`src/rtl/mf_pkg.sv`:
```
`timescale 1ns / 1ps
`default_nettype none
// ----------------------------------------------------------------------------
// mf_pkg
// Shared types, constants and compare helpers of the 3x3 median filter.
// ----------------------------------------------------------------------------
package mf_pkg;

    // Default frame limits
    localparam int MAX_WIDTH_DEF  = 1024;
    localparam int MAX_HEIGHT_DEF = 1024;
    localparam int MIN_SIZE       = 3;

    // Field widths
    localparam int PIX_W = 8;
    localparam int POS_W = 10;
    localparam int CFG_W = 11;

    // Result queue depth (covers the pipeline so the input stalls only when the output holds back results)
    localparam int FIFO_DEPTH = 8;

    // Configuration register map
    localparam int   CFG_IDX_W        = 1;
    localparam logic REG_FRAME_WIDTH  = 1'b0;
    localparam logic REG_FRAME_HEIGHT = 1'b1;

    localparam logic [CFG_W-1:0] WIDTH_RST  = 11'd640;
    localparam logic [CFG_W-1:0] HEIGHT_RST = 11'd480;

    typedef logic [PIX_W-1:0]      t_pix;
    typedef logic [2:0][PIX_W-1:0] t_trio;   // [0] low, [1] middle, [2] high
    typedef logic [8:0][PIX_W-1:0] t_win;    // row-major 3x3 window

    // Position information that travels with a pixel
    typedef struct packed {
        logic             emit;
        logic [POS_W-1:0] row;
        logic [POS_W-1:0] col;
        logic             done;
    } t_tag;

    // One result item
    typedef struct packed {
        t_pix             median;
        logic [POS_W-1:0] row;
        logic [POS_W-1:0] col;
        logic             done;
    } t_res;

    function automatic t_pix min2(input t_pix a, input t_pix b);
        return (a < b) ? a : b;
    endfunction

    function automatic t_pix max2(input t_pix a, input t_pix b);
        return (a < b) ? b : a;
    endfunction

    function automatic t_pix med3(input t_pix a, input t_pix b, input t_pix c);
        return max2(min2(a, b), min2(max2(a, b), c));
    endfunction

    function automatic t_trio sort3(input t_pix a, input t_pix b, input t_pix c);
        t_trio s;
        s[0] = min2(min2(a, b), c);
        s[1] = med3(a, b, c);
        s[2] = max2(max2(a, b), c);
        return s;
    endfunction

endpackage
`default_nettype wire

```
`src/rtl/mf_out_fifo.sv`:
```
`timescale 1ns / 1ps
`default_nettype none
// ----------------------------------------------------------------------------
// mf_out_fifo
// Small result queue between the filter pipeline and the output channel.
// ----------------------------------------------------------------------------
module mf_out_fifo import mf_pkg::*; #(
    parameter int DEPTH = FIFO_DEPTH
) (
    input  wire logic i_clk,
    input  wire logic i_rst_n,
    input  wire logic i_push,
    input  wire t_res i_data,
    input  wire logic i_pop,
    output logic      o_valid,
    output t_res      o_data
);

    localparam int AW = (DEPTH > 1) ? $clog2(DEPTH) : 1;
    localparam int CW = $clog2(DEPTH + 1);

    t_res            r_mem [DEPTH];
    logic [AW-1:0]   r_wr_ptr;
    logic [AW-1:0]   r_rd_ptr;
    logic [CW-1:0]   r_count;
    logic            pop;

    assign pop = i_pop && (r_count != '0);

    // Store pushed results
    always_ff @(posedge i_clk) begin
        if (i_push) begin
            r_mem[r_wr_ptr] <= i_data;
        end
    end

    // Advance pointers and occupancy
    always_ff @(posedge i_clk) begin
        if (!i_rst_n) begin
            r_wr_ptr <= '0;
            r_rd_ptr <= '0;
            r_count  <= '0;
        end else begin
            if (i_push) begin
                r_wr_ptr <= (r_wr_ptr == AW'(DEPTH - 1)) ? '0 : r_wr_ptr + 1'b1;
            end
            if (pop) begin
                r_rd_ptr <= (r_rd_ptr == AW'(DEPTH - 1)) ? '0 : r_rd_ptr + 1'b1;
            end
            if (i_push && !pop) begin
                r_count <= r_count + 1'b1;
            end else if (!i_push && pop) begin
                r_count <= r_count - 1'b1;
            end
        end
    end

    assign o_valid = (r_count != '0);
    assign o_data  = r_mem[r_rd_ptr];

endmodule
`default_nettype wire

```
`config.mk`:
```
export PLATFORM = sky130hd
export DESIGN_NAME = mf_out_fifo
export DESIGN_NICKNAME = d
export VERILOG_FILES = /design/src/rtl/mf_pkg.sv /design/src/rtl/mf_out_fifo.sv
export SDC_FILE = /design/constraint.sdc
export NUM_CORES = 1
export LEC_CHECK = 0
export ABC_CLOCK_PERIOD_IN_PS = 3900
export BUFFER_PORTS_ARGS = -buffer_cell sky130_fd_sc_hd__buf_2
export CORE_UTILIZATION = 55
export CTS_CLUSTER_SIZE = 14
export DETAILED_ROUTE_END_ITERATION = 8
export PLACE_DENSITY = 0.73
export SYNTH_ARGS = -nofsm -noshare
export SYNTH_HDL_FRONTEND = slang
export SYNTH_SLANG_ARGS = --single-unit
```
`constraint.sdc`:
```
create_clock -name i_clk -period 3.9 [get_ports i_clk]
set_input_delay 0.39 -clock i_clk [delete_from_list [all_inputs] [get_ports i_clk]]
set_output_delay 0.39 -clock i_clk [all_outputs]
set_load 0.01 [all_outputs]
```
Yosys cells after proc, flatten, opt, wreduce, memory -nomap -nowiden
Memory sizes are Yosys's and may differ from the RTL's. A register that Yosys moved wholly into a read port is not among the register bits.
Index checks and enable logic that the tools add are counted.
{"block": "op_classes", "add_sub_neg": 4, "n_eq_ne": 2, "muxes": 8, "reduce_logical": 7}
{"operator": "2-to-1 mux 3 bit", "n": 4}
{"operator": "2-to-1 mux 4 bit", "n": 2}
{"operator": "adder 3 x 1 -> 3 bit, second input constant", "n": 2}
{"operator": "equality test 3 bit, second input constant", "n": 2}
{"operator": "adder 4 x 1 -> 4 bit, second input constant", "n": 1}
{"operator": "nonzero test 4 bit", "n": 1}
{"operator": "subtractor 4 x 1 -> 4 bit, second input constant", "n": 1}
{"operator": "logical AND 1 bit", "n": 3}
{"operator": "logical NOT 1 bit", "n": 2}
{"operator": "2-to-1 mux 1 bit", "n": 2}
{"operator": "nonzero test 2 bit", "n": 1}
{"block": "word_totals", "regBits": 10, "ramBits": 232, "inputBits": 33, "out_inout_bits": 30, "elab_cells": 25, "n_memories": 1}
{"name": "r_mem", "words": 8, "word_bits": 29, "rd": 1, "rd_clocked_by_memory_dff": 1, "wr": 1, "line": "mf_out_fifo.sv:22", "source": "t_res r_mem [DEPTH];"}

Depth between registers and ports, before layout
{"block": "depth", "depth_word": 5, "depth_mapped": 9, "ltp_nobuf": 9}

Worst setup path before layout
Ideal clock, no wire load.
{"block": "synth_timing", "kind": "reg2reg", "startpoint": "register r_wr_ptr[0]", "endpoint": "memory r_mem[0][0] (netlist bit) (enable)", "setup_time_ns": 0.451, "arrival_time_ns": 2.517, "required_time_ns": 3.449, "slack_ns": 0.932, "stages_incl_launch_ff": 3, "path_buffers": 0, "synth_period_minus_slack_ns": 2.968, "cell_sequence": "dfxtp_1 > nand2b_1 > nor3_1"}
{"element": "start: declaration", "line": "mf_out_fifo.sv:23", "source": "logic [AW-1:0] r_wr_ptr;"}
{"element": "start signal: assignment", "line": "mf_out_fifo.sv:45", "source": "r_wr_ptr <= (r_wr_ptr == AW'(DEPTH - 1)) ? '0 : r_wr_ptr + 1'b1;"}
{"element": "end: declaration", "line": "mf_out_fifo.sv:22"}
Straight into the memory's write port.

==> impl_metrics.json <==
{
  "status": "finished, final reports clean",
  "grt.total_usage": 0.189,
  "dieArea_um2": 17700,
  "synth_cell_type_count": 32,
  "placedInstanceArea_um2": 10100,
  "yosysSeqAreaShare": 0.763,
  "holdBufCountCts": 0,
  "clockBufferDepth": 3,
  "area_growth_pct": 15.1,
  "crit_arrival_ns": 2.58,
  "postCtsSetupBuffers": 0,
  "synth_edf_count": 232,
  "clkPwrFrac": 0.373,
  "firstDrtPassIters": 4,
  "hold_start": "i_data[16]",
  "p_seq_frac": 0.478,
  "yosysTopAreaCell": "edfxtp_1",
  "cts_resized": 0,
  "dp.cells": 677,
  "ys_async_sr_fraction": 0,
  "clock_skew_ns": 0.00998,
  "slew_headroom": 0.246,
  "syn_area_per_cell_um2": 23.2,
  "cap_violations": 0,
  "path_max_fanout": 33,
  "first_global_vias": 4506,
  "ant_nets": 0,
  "max_freq_mhz": 336,
  "die_x_um": 133,
  "switching_share": 0.221,
  "tightest_slew_ns": 1.13,
  "instances_no_fill": 722,
  "grt_max_degree": 34,
  "reg2reg_slack_ns": 1.35,
  "rows": 47,
  "power_uw": 6450,
  "dp_hpwl_um": 8850,
  "final_cell_area_um2": 10900,
  "fin_crit_sh": 0.763,
  "initial_core_util": 0.567,
  "peakVddDrop_v": 0.000368,
  "hold_ws_ns": 0.146,
  "setup_viol": 0,
  "synth_cells": 408,
  "yosysMostFrequentCell": "edfxtp_1",
  "path_class": "flip-flop to output port",
  "power_density_nw_per_um2": 592,
  "hold_viol": 0,
  "reg2reg_from": "r_count[1]",
  "ys_seq_elements": 245,
  "ctsRootBufferMaster": "clkbuf_16",
  "wire_per_inst_um": 22.0,
  "drcViolationCount": 0,
  "drv_slew": 0,
  "pwr-share-comb": 0.149,
  "r2r_cells": 9,
  "wl_um": 15900,
  "synthTopCellsByArea": "edfxtp_1 74%, mux4_2 11%, mux4_1 3.6%",
  "end_kind": "output port",
  "synth_common_cells": "232 x edfxtp_1, 45 x mux4_2, 19 x mux2_2",
  "clk_latency_ns": 0.51,
  "ys.flop_type": "edfxtp_1",
  "num_vias": 4181,
  "die_y_um": 133,
  "yosys_warnings": 0,
  "cts.sinks": 245,
  "synth_top_area_share": 0.736,
  "syn-cell-area_um2": 9470,
  "cts_max_level": 1,
  "fin_setup_tns_ns": 0,
  "cts_buffers": 24,
  "hold_class": "input pin to flip-flop",
  "drtIter0Drc": 229,
  "p_sw_uw": 1430,
  "finalCriticalPeriod_ns": 2.97,
  "cp.required_ns": 3.51,
  "final_net_count": 524,
  "grt_pass1_wl_um": 24700,
  "p_leak_uw": 0.00357,
  "start_kind": "flip-flop",
  "synth.net_count": 449,
  "routabilityCongestion": 0.694,
  "port_buffers": 62,
  "overflow": 0,
  "rsz0062_at_grt": "no",
  "core_um2": 16700,
  "r2r_end": "r_count[3]",
  "drive_gt1_frac": 0.375,
  "hold_depth": 1,
  "antenna_found_initial": 1,
  "num_io_pins": 63,
  "p_int_uw": 5030,
  "path_clk_slew_ns": 0.06,
  "cts_tree": "done",
  "drt-vias-per-instance": 5.79,
  "min_to": "r_mem[5][16]"
}
-- metrics by stage --
step / setup slack [ns] / util
3_5_place_dp: 1.39 / 0.602
3_3_place_gp: 1.40 / 0.602
2_1_floorplan: 0.932 / -
5_1_grt: 0.790 / 0.653
6_report: 0.925 / 0.653
4_1_cts: 0.850 / 0.652
-- flip-flops by register name (all words and copies together) (netlist names), named ones only --
signal and flops:
r_count 4, r_wr_ptr 3, r_rd_ptr 3, r_mem 232
-- layer usage --
layer / part of all wire / vias to the layer above / track usage
met5: 0 / - / 0
met3: 0.059 / 37 / 0.0301
met4: 0.026 / 0 / 0.0682
met2: 0.52 / 122 / 0.332
li1: - / 1874 / -
met1: 0.39 / 2148 / 0.240
-- cell usage in the layout (no fill, tap or decap), types with 2 or more instances in the layout --
master and instances:
nand3_1 2, dfxtp_2 2, clkinv_1 2, clkinv_2 5, mux2i_1 3, and2_1 4, nand2_1 10, clkbuf_16 25
buf_4 2, nor3_2 2, mux2_4 10, nor2b_1 2, clkbuf_1 6, xnor2_1 2, nor2_4 6, nand2b_1 4
edfxtp_1 232, mux4_2 45, dfxtp_1 10, inv_1 2, a21boi_1 3, buf_12 3, ha_1 7, mux2_2 19
mux4_1 13, o21ai_0 2, bufinv_16 5, buf_2 62
-- power by group through the flow --
| stage | clock network, uW | registers (uW) | logic (uW) |
|---|---|---|---|
| after global routing | 2540 | 3100 | 1050 |
| after floorplan | 0 | 3050 | 821 |
| after CTS | 2450 | 3090 | 984 |
| final | 2410 | 3080 | 964 |
| after detailed placement | 0 | 3140 | 980 |
| after global placement | 0 | 3140 | 952 |
-- how the worst max path moves through the flow --
stage | from | endpoint | slack, ns | cells past startpoint
6_report | flip-flop | o_data[14] | 0.93 | 4
5_1_grt | flip-flop | o_data[7] | 0.79 | 4
4_1_cts | flip-flop | o_data[14] | 0.85 | 4
3_5_place_dp | r_count[1] | r_count[3] | 1.39 | 9
3_3_place_gp | flip-flop | o_data[7] | 1.40 | 4
2_1_floorplan | r_wr_ptr[0] | r_mem[0][0] | 0.93 | 2
-- cell families (layout without fill, tap and decap cells) --
family | Yosys count | after routing | share of synthesized area
adder cells (fa/ha/maj) | 8 | 8 | 0.0114
AND/OR/NAND/NOR | 34 | 34 | 0.0178
XOR/XNOR | 2 | 2 | 0.00185
other | 0 | 1 | 0
AO/OA/AOI/OAI | 9 | 9 | 0.00608
flip-flops | 245 | 245 | 0.763
buffers and inverters | 20 | 113 | 0.0149
multiplexers | 90 | 90 | 0.185
-- area by class of cell --
class                      count  area (um2)
inverter                       2        7.51
sequential                   245        7230
antenna                        1        2.50
clock buffer                  31         648
timing repair buffer          67         385
clock inverter                13         191
tap                          220         275
fill                        1088        5800
multi-input combinational    143        2160
-- worst max-delay path, stage by stage, from the launching register on --
cell     delay (ns)
dfxtp_4        0.77
buf_12         0.32
mux4_2         0.54
mux2_2         0.29
buf_2          0.14
No activity file was read; power rests on OpenSTA's default activity.
