===== config.mk =====
export PLATFORM = sky130hd
export DESIGN_NAME = mf_median
export DESIGN_NICKNAME = d
export VERILOG_FILES = /design/src/rtl/mf_pkg.sv /design/src/rtl/mf_median.sv
export SDC_FILE = /design/constraint.sdc
export NUM_CORES = 1
export LEC_CHECK = 0
export BUFFER_PORTS_ARGS = -buffer_cell sky130_fd_sc_hd__buf_4
export CAP_MARGIN = 0
export CORE_MARGIN = 2
export CORE_UTILIZATION = 50
export CTS_CLUSTER_SIZE = 28
export DETAILED_ROUTE_END_ITERATION = 8
export PLACE_DENSITY = 0.72
export RECOVER_POWER = 25
export SLEW_MARGIN = 20
export SYNTH_ARGS = -nofsm -noshare
export SYNTH_HDL_FRONTEND = slang
export SYNTH_SLANG_ARGS = --single-unit

===== constraint.sdc =====
create_clock -name i_clk -period 8.2 [get_ports i_clk]
set_clock_uncertainty 0.2 [all_clocks]
set_input_delay 0.82 -clock i_clk [delete_from_list [all_inputs] [get_ports i_clk]]
set_output_delay 0.82 -clock i_clk [all_outputs]
set_load 0.02 [all_outputs]

===== src/rtl/mf_pkg.sv =====
`timescale 1ns / 1ps
`default_nettype none
// ----------------------------------------------------------------------------
// mf_pkg
// Shared types, constants and compare helpers of the 3x3 median filter.
// ----------------------------------------------------------------------------
package mf_pkg;

    // Default frame limits
    localparam int MAX_WIDTH_DEF  = 1024;
    localparam int MAX_HEIGHT_DEF = 1024;
    localparam int MIN_SIZE       = 3;

    // Field widths
    localparam int PIX_W = 8;
    localparam int POS_W = 10;
    localparam int CFG_W = 11;

    // Result queue depth (covers the pipeline so the input stalls only when the output holds back results)
    localparam int FIFO_DEPTH = 8;

    // Configuration register map
    localparam int   CFG_IDX_W        = 1;
    localparam logic REG_FRAME_WIDTH  = 1'b0;
    localparam logic REG_FRAME_HEIGHT = 1'b1;

    localparam logic [CFG_W-1:0] WIDTH_RST  = 11'd640;
    localparam logic [CFG_W-1:0] HEIGHT_RST = 11'd480;

    typedef logic [PIX_W-1:0]      t_pix;
    typedef logic [2:0][PIX_W-1:0] t_trio;   // [0] low, [1] middle, [2] high
    typedef logic [8:0][PIX_W-1:0] t_win;    // row-major 3x3 window

    // Position information that travels with a pixel
    typedef struct packed {
        logic             emit;
        logic [POS_W-1:0] row;
        logic [POS_W-1:0] col;
        logic             done;
    } t_tag;

    // One result item
    typedef struct packed {
        t_pix             median;
        logic [POS_W-1:0] row;
        logic [POS_W-1:0] col;
        logic             done;
    } t_res;

    function automatic t_pix min2(input t_pix a, input t_pix b);
        return (a < b) ? a : b;
    endfunction

    function automatic t_pix max2(input t_pix a, input t_pix b);
        return (a < b) ? b : a;
    endfunction

    function automatic t_pix med3(input t_pix a, input t_pix b, input t_pix c);
        return max2(min2(a, b), min2(max2(a, b), c));
    endfunction

    function automatic t_trio sort3(input t_pix a, input t_pix b, input t_pix c);
        t_trio s;
        s[0] = min2(min2(a, b), c);
        s[1] = med3(a, b, c);
        s[2] = max2(max2(a, b), c);
        return s;
    endfunction

endpackage
`default_nettype wire


===== src/rtl/mf_median.sv =====
`timescale 1ns / 1ps
`default_nettype none
// ----------------------------------------------------------------------------
// mf_median
// Three-stage median-of-nine network: sort each row, then take the max of
// the lows, the median of the middles and the min of the highs, then the
// median of those three.
// ----------------------------------------------------------------------------
module mf_median import mf_pkg::*; (
    input  wire logic i_clk,
    input  wire logic i_rst_n,
    input  wire logic i_valid,
    input  wire t_win i_win,
    input  wire t_tag i_tag,
    output logic      o_valid,
    output t_pix      o_median,
    output t_tag      o_tag
);

    logic            r_a_valid;
    t_trio [2:0]     r_a_rows;
    t_tag            r_a_tag;

    logic r_b_valid;
    t_pix r_b_lo;
    t_pix r_b_mid;
    t_pix r_b_hi;
    t_tag r_b_tag;

    logic r_c_valid;
    t_pix r_c_med;
    t_tag r_c_tag;

    // Stage valids
    always_ff @(posedge i_clk) begin
        if (!i_rst_n) begin
            r_a_valid <= 1'b0;
            r_b_valid <= 1'b0;
            r_c_valid <= 1'b0;
        end else begin
            r_a_valid <= i_valid;
            r_b_valid <= r_a_valid;
            r_c_valid <= r_b_valid;
        end
    end

    // Sort each window row
    always_ff @(posedge i_clk) begin
        for (int k = 0; k < 3; k++) begin
            r_a_rows[k] <= sort3(i_win[k*3+0], i_win[k*3+1], i_win[k*3+2]);
        end
        r_a_tag <= i_tag;
    end

    // Combine across rows
    always_ff @(posedge i_clk) begin
        r_b_lo  <= max2(max2(r_a_rows[0][0], r_a_rows[1][0]), r_a_rows[2][0]);
        r_b_mid <= med3(r_a_rows[0][1], r_a_rows[1][1], r_a_rows[2][1]);
        r_b_hi  <= min2(min2(r_a_rows[0][2], r_a_rows[1][2]), r_a_rows[2][2]);
        r_b_tag <= r_a_tag;
    end

    // Final median
    always_ff @(posedge i_clk) begin
        r_c_med <= med3(r_b_lo, r_b_mid, r_b_hi);
        r_c_tag <= r_b_tag;
    end

    assign o_valid  = r_c_valid;
    assign o_median = r_c_med;
    assign o_tag    = r_c_tag;

endmodule
`default_nettype wire


# Word level (Yosys, flattened, before mapping)
# Cells that the tools add are included.
# word_totals
reg_bits	173
in_bits	97
output_inout_bits	31
elab_cells	80
# classes
order_cmp	22
n_mux	30
# op_table
operator	n
8-bit 2-to-1 mux	30
8-bit less-than comparator	22

# Logic depth before layout (Yosys ltp)
# depth
depth_word	6
mapped_depth	26
depth_no_buf	23

# Least setup slack after synthesis
# OpenSTA, ideal clock, no wires.
# synth_timing
path_kind	input to register
start	input i_win[13] (netlist bit)
end	register r_a_rows[12] (netlist bit)
setup_time_ns	0.126
arrival_time_ns	5.501
t_required_ns	7.874
path_slack_ns	2.373
stages	23
n_path_buf	3
path_cell_list	inv_1 > ha_1 > a21oi_1 > o211ai_1 > nor2_1 > buf_2 > mux2_2 > ha_1 > o21ai_0 > o21bai_1 > nor4b_1 > o21ai_1 > o21ai_2 > buf_2 > mux2i_1 > ha_1 > a21o_1 > a221oi_1 > nor2b_1 > a32oi_2 > clkbuf_1 > nand2_1 > o21ai_1
# synth_via
elab_chain_cells	6
word_cells_on_any_way	7
cone_classes	order compare (3); mux (4)
# synth_lines
element	line_no	rtl
start, declared	mf_median.sv:13	input wire t_win i_win,
8-bit less-than comparator	mf_pkg.sv:51, mf_pkg.sv:55	
8-bit 2-to-1 mux	mf_pkg.sv:55	return (a < b) ? b : a;
8-bit less-than comparator	mf_pkg.sv:51	return (a < b) ? a : b;
8-bit 2-to-1 mux	mf_pkg.sv:51	
8-bit less-than comparator	mf_pkg.sv:55	
8-bit 2-to-1 mux *	mf_pkg.sv:55	
end signal, assigned by index	mf_median.sv:50	r_a_rows[k] <= sort3(i_win[k*3+0], i_win[k*3+1], i_win[k*3+2]);
end, declared	mf_median.sv:21	t_trio [2:0] r_a_rows;
# Mark *: on every way between the ends. The rest lies on a longest branch, timed or not.
# A chain may end at the register's enable or synchronous reset.

# Worst setup path in the final report
# layout_timing
start	input i_win[5] (netlist bit)
end	register r_a_rows[8] (netlist bit)
# The elaborated chain is that of the path after synthesis.

==> results by group <==
Route
  • WL met3: 1200 um
  • # DRC: 0
  • Via/cell ratio: 5.39
  • Wire per inst: 15.1 um
  • Met1 Wirelength: 10600 um
  • Met2 routed WL: 11000 um
  • Antenna Nets Post-Route: 0
  • Routed vias: 8302
  • Max layer used: met4
  • Initial DRT Pass Iterations: 5
  • Post-detailed-routing wire length: 23200 um
  • DRT iter0 DRCs: 555

Logic synthesis
  • Post-synth top area share: 34.1%
  • Number of synthesized flops with an enable pin: 0
  • Most common cell in the netlist: dfxtp_1
  • Biggest area consumer among synthesized cells: dfxtp_1
  • Synth Register Bits: 173
  • Yosys cell types: 62
  • Post-synth ARST share: 0%
  • Top post-synthesis cells by area: dfxtp_1, ha_1, mux2i_1, inv_1, mux2_2
  • Ys flop type: dfxtp_1
  • Sequential area share after synthesis: 34.1%
  • Cells after synthesis: 1129
  • Syn nets: 1380
  • Mapped cell area: 0.0101 mm^2
  • Top cells by count, synth: dfxtp_1, ha_1, inv_1, nand2_1, nor2_1
  • Ys Warns: 0
  • Syn_area_per_cell: 8.98 um^2

STA
  • Final worst setup slack: 1.76 ns
  • Worst rel slew slack: 30.9%
  • Fin crit period: 6.44 ns
  • Final worst-path cycle share: 78.6%
  • Total Neg Setup Slack: 0 ns
  • Hold WS: 0.123 ns
  • Slew Viols, Final: 0
  • Final Hold Vio Count: 0
  • RSZ-0062 raised after global routing: false
  • Fmax: 0.155 GHz
  • Worst Tran Pin Value: 1.04 ns
  • Final setup violating endpoints: 0

Cells and area
  • Area growth syn-to-layout: 18.5%
  • Final core occ: 60.0%
  • Reg area: 0.00346 mm^2
  • Footprint of the multi-input gates: 0.00606 mm^2
  • Design area: 0.0120 mm^2
  • Share of layout cells above drive strength 1: 17.9%
  • Nets: 1507
  • Fillers: 1792
  • Fin cells: 1539
  • ANT cells: 0

GRT
  • Initial antenna violation count: 0
  • First-pass GRT wire length: 37900 um
  • Vias in the first global route: 7769
  • Largest net degree at the start of global routing: 27
  • Gr ovfl total: 0
  • Total track usage: 22.0%

Worst setup path
  • Setup crit end: r_a_rows[8]$_DFF_P_
  • WP data required: 8.32 ns
  • R2R depth: 22
  • RR Startpoint: r_a_rows[33]$_DFF_P_
  • CP Launch Type: input port
  • Worst Setup SP: i_win[5]
  • CP endpoint kind: register
  • Worst-path cell with the longest stage delay: nor2_1
  • Crit-path max FO: 17
  • CP Data Arrival Time: 6.56 ns
  • Crit path largest cell delay: 0.67 ns
  • CP Class: in -> reg
  • Critical R2R Capture: r_b_mid[0]$_DFF_P_
  • R2R Setup Slk: 1.78 ns
  • CP cell instances: buf_4 -> ha_1 -> a21oi_1 -> o211ai_1 -> nor2_1 -> buf_4 -> mux2_2 -> ha_1 -> a21oi_1 -> nor4b_1 -> o21ai_1 -> o21ai_2 -> buf_4 -> mux2i_1 -> ha_1 -> a211o_1 -> a221oi_1 -> nor2b_1 -> a32oi_2 -> mux2i_1 -> o221a_1

Power
  • Final Total Pwr: 5.01 mW
  • Lkg Pwr: 6.01 nW
  • VDD IR max: 0.251 mV
  • Power per Cell Area: 416 mW/mm^2

Floorplanning
  • Die footprint: 0.0214 mm^2
  • DIE HEIGHT: 146 um
  • Die X: 146 um
  • Site Rows: 52
  • Initial Util: 50.6%
  • Core area: 0.0200 mm^2
  • Ports: 128

Placed design
  • Placement Cell Area: 0.0114 mm^2
  • Port bufs: 127
  • DP Worst Slack: 1.21 ns
  • Placed Cells: 1507
  • Dpl hpwl: 19000 um
  • GPL Wtd Cong: 0.928

Worst hold path
  • Type of the most critical hold path: reg -> reg

CTS
  • CTS Hold Bufs: 0
  • Latest clock arrival within the worst-skew pair: 0.44 ns
  • Clock Path Buffers: 2
  • CTS clock-pin slew for the worst setup and hold paths: 0.08 ns
  • TritonCTS clock tree: yes
  • Cts repair resizes: 0
  • H-tree lvl count: 4
  • Number of clock buffers inserted by TritonCTS: 17
  • Sink Count: 173
  • Setup Buffers After CTS: 0
  • Root buffer cell: clkbuf_16

Flow run
  • MaxCap Viol Count: 0

Status
  • Status: finished clean
## placed cells by master (no fill, tap or decap), types with 3 or more instances in the layout
cell,count
a211o_1,4
ha_1,154
nand2b_1,7
mux2_1,17
clkbuf_16,17
a211oi_1,14
o21ai_1,54
a221oi_1,4
or2_2,4
buf_4,127
o21ai_0,47
nand3_1,9
o31ai_1,4
nor2_1,82
and2_1,5
mux2i_1,63
o21ai_2,6
o2111ai_1,4
nor3_1,11
o21a_1,10
nor2b_1,6
nand2_1,86
dfxtp_1,173
a21oi_1,74
clkinv_8,10
nand4_1,16
clkinv_4,3
o31a_1,4
inv_1,135
mux2_2,38
a21o_1,23
and3_1,4
o211ai_1,6
clkbuf_4,7
## flip-flops by register name (all words and copies together) (netlist names)
register   cells
o_valid        1
o_tag         22
r_b_lo         8
r_a_tag       22
r_b_valid      1
r_a_valid      1
r_a_rows      72
r_b_hi         8
r_b_mid        8
r_b_tag       22
o_median       8
## critical path: cells and delay by family
family          cells  cell delay [ns]
compound gates      9             2.10
fa+ha+maj           3             0.88
simple gates        3             1.22
buf+inv             3             0.73
mux                 3             0.83
## where the power goes
part           switching, mW  leakage, nW  internal (mW)  total (mW)
clock                  0.397        0.305          0.421       0.819
sequential             0.146         1.46           1.09        1.24
combinational           1.66         4.24           1.29        2.95
## area by class of cell
cell class | instances | area share (%)
clock inverter | 15 | 1.84
clock buffer | 17 | 3.54
multi-input combinational | 795 | 50.4
tap | 270 | 2.81
inverter | 135 | 4.21
sequential | 173 | 28.8
timing repair buffer | 134 | 8.37
## metal layers
metal  GRT usage [%]  up-vias
met5               0        -
met3            3.50       33
met1            29.1     3800
met2            37.4      221
met4            6.02        0
li1                -     4248
## worst min-delay path by stage
stage / to / cells after the start / slack, ns / start
final: r_b_tag[7]$_DFF_P_ / 0 / 0.12 / r_a_tag[7]$_DFF_P_
after global routing: o_tag[17]$_DFF_P_ / 0 / 0.13 / r_b_tag[17]$_DFF_P_
after CTS: r_b_tag[7]$_DFF_P_ / 0 / 0.12 / r_a_tag[7]$_DFF_P_
after detailed placement: o_tag[21]$_DFF_P_ / 0 / 0.11 / r_b_tag[21]$_DFF_P_
after global placement: r_b_tag[19]$_DFF_P_ / 0 / 0.11 / r_a_tag[19]$_DFF_P_
after floorplan: o_tag[0]$_DFF_P_ / 0 / 0.11 / r_b_tag[0]$_DFF_P_
## cell families (layout without fill, tap and decap cells)
logic type | after synthesis | in the layout | synth area share [%]
flops | 173 | 173 | 34.1
mux | 119 | 119 | 12.5
fa+ha+maj | 154 | 154 | 19.0
simple gates | 242 | 242 | 10.7
compound gates | 280 | 280 | 17.5
buf+inv | 161 | 301 | 6.19
Power figures use the tool's default switching activity.
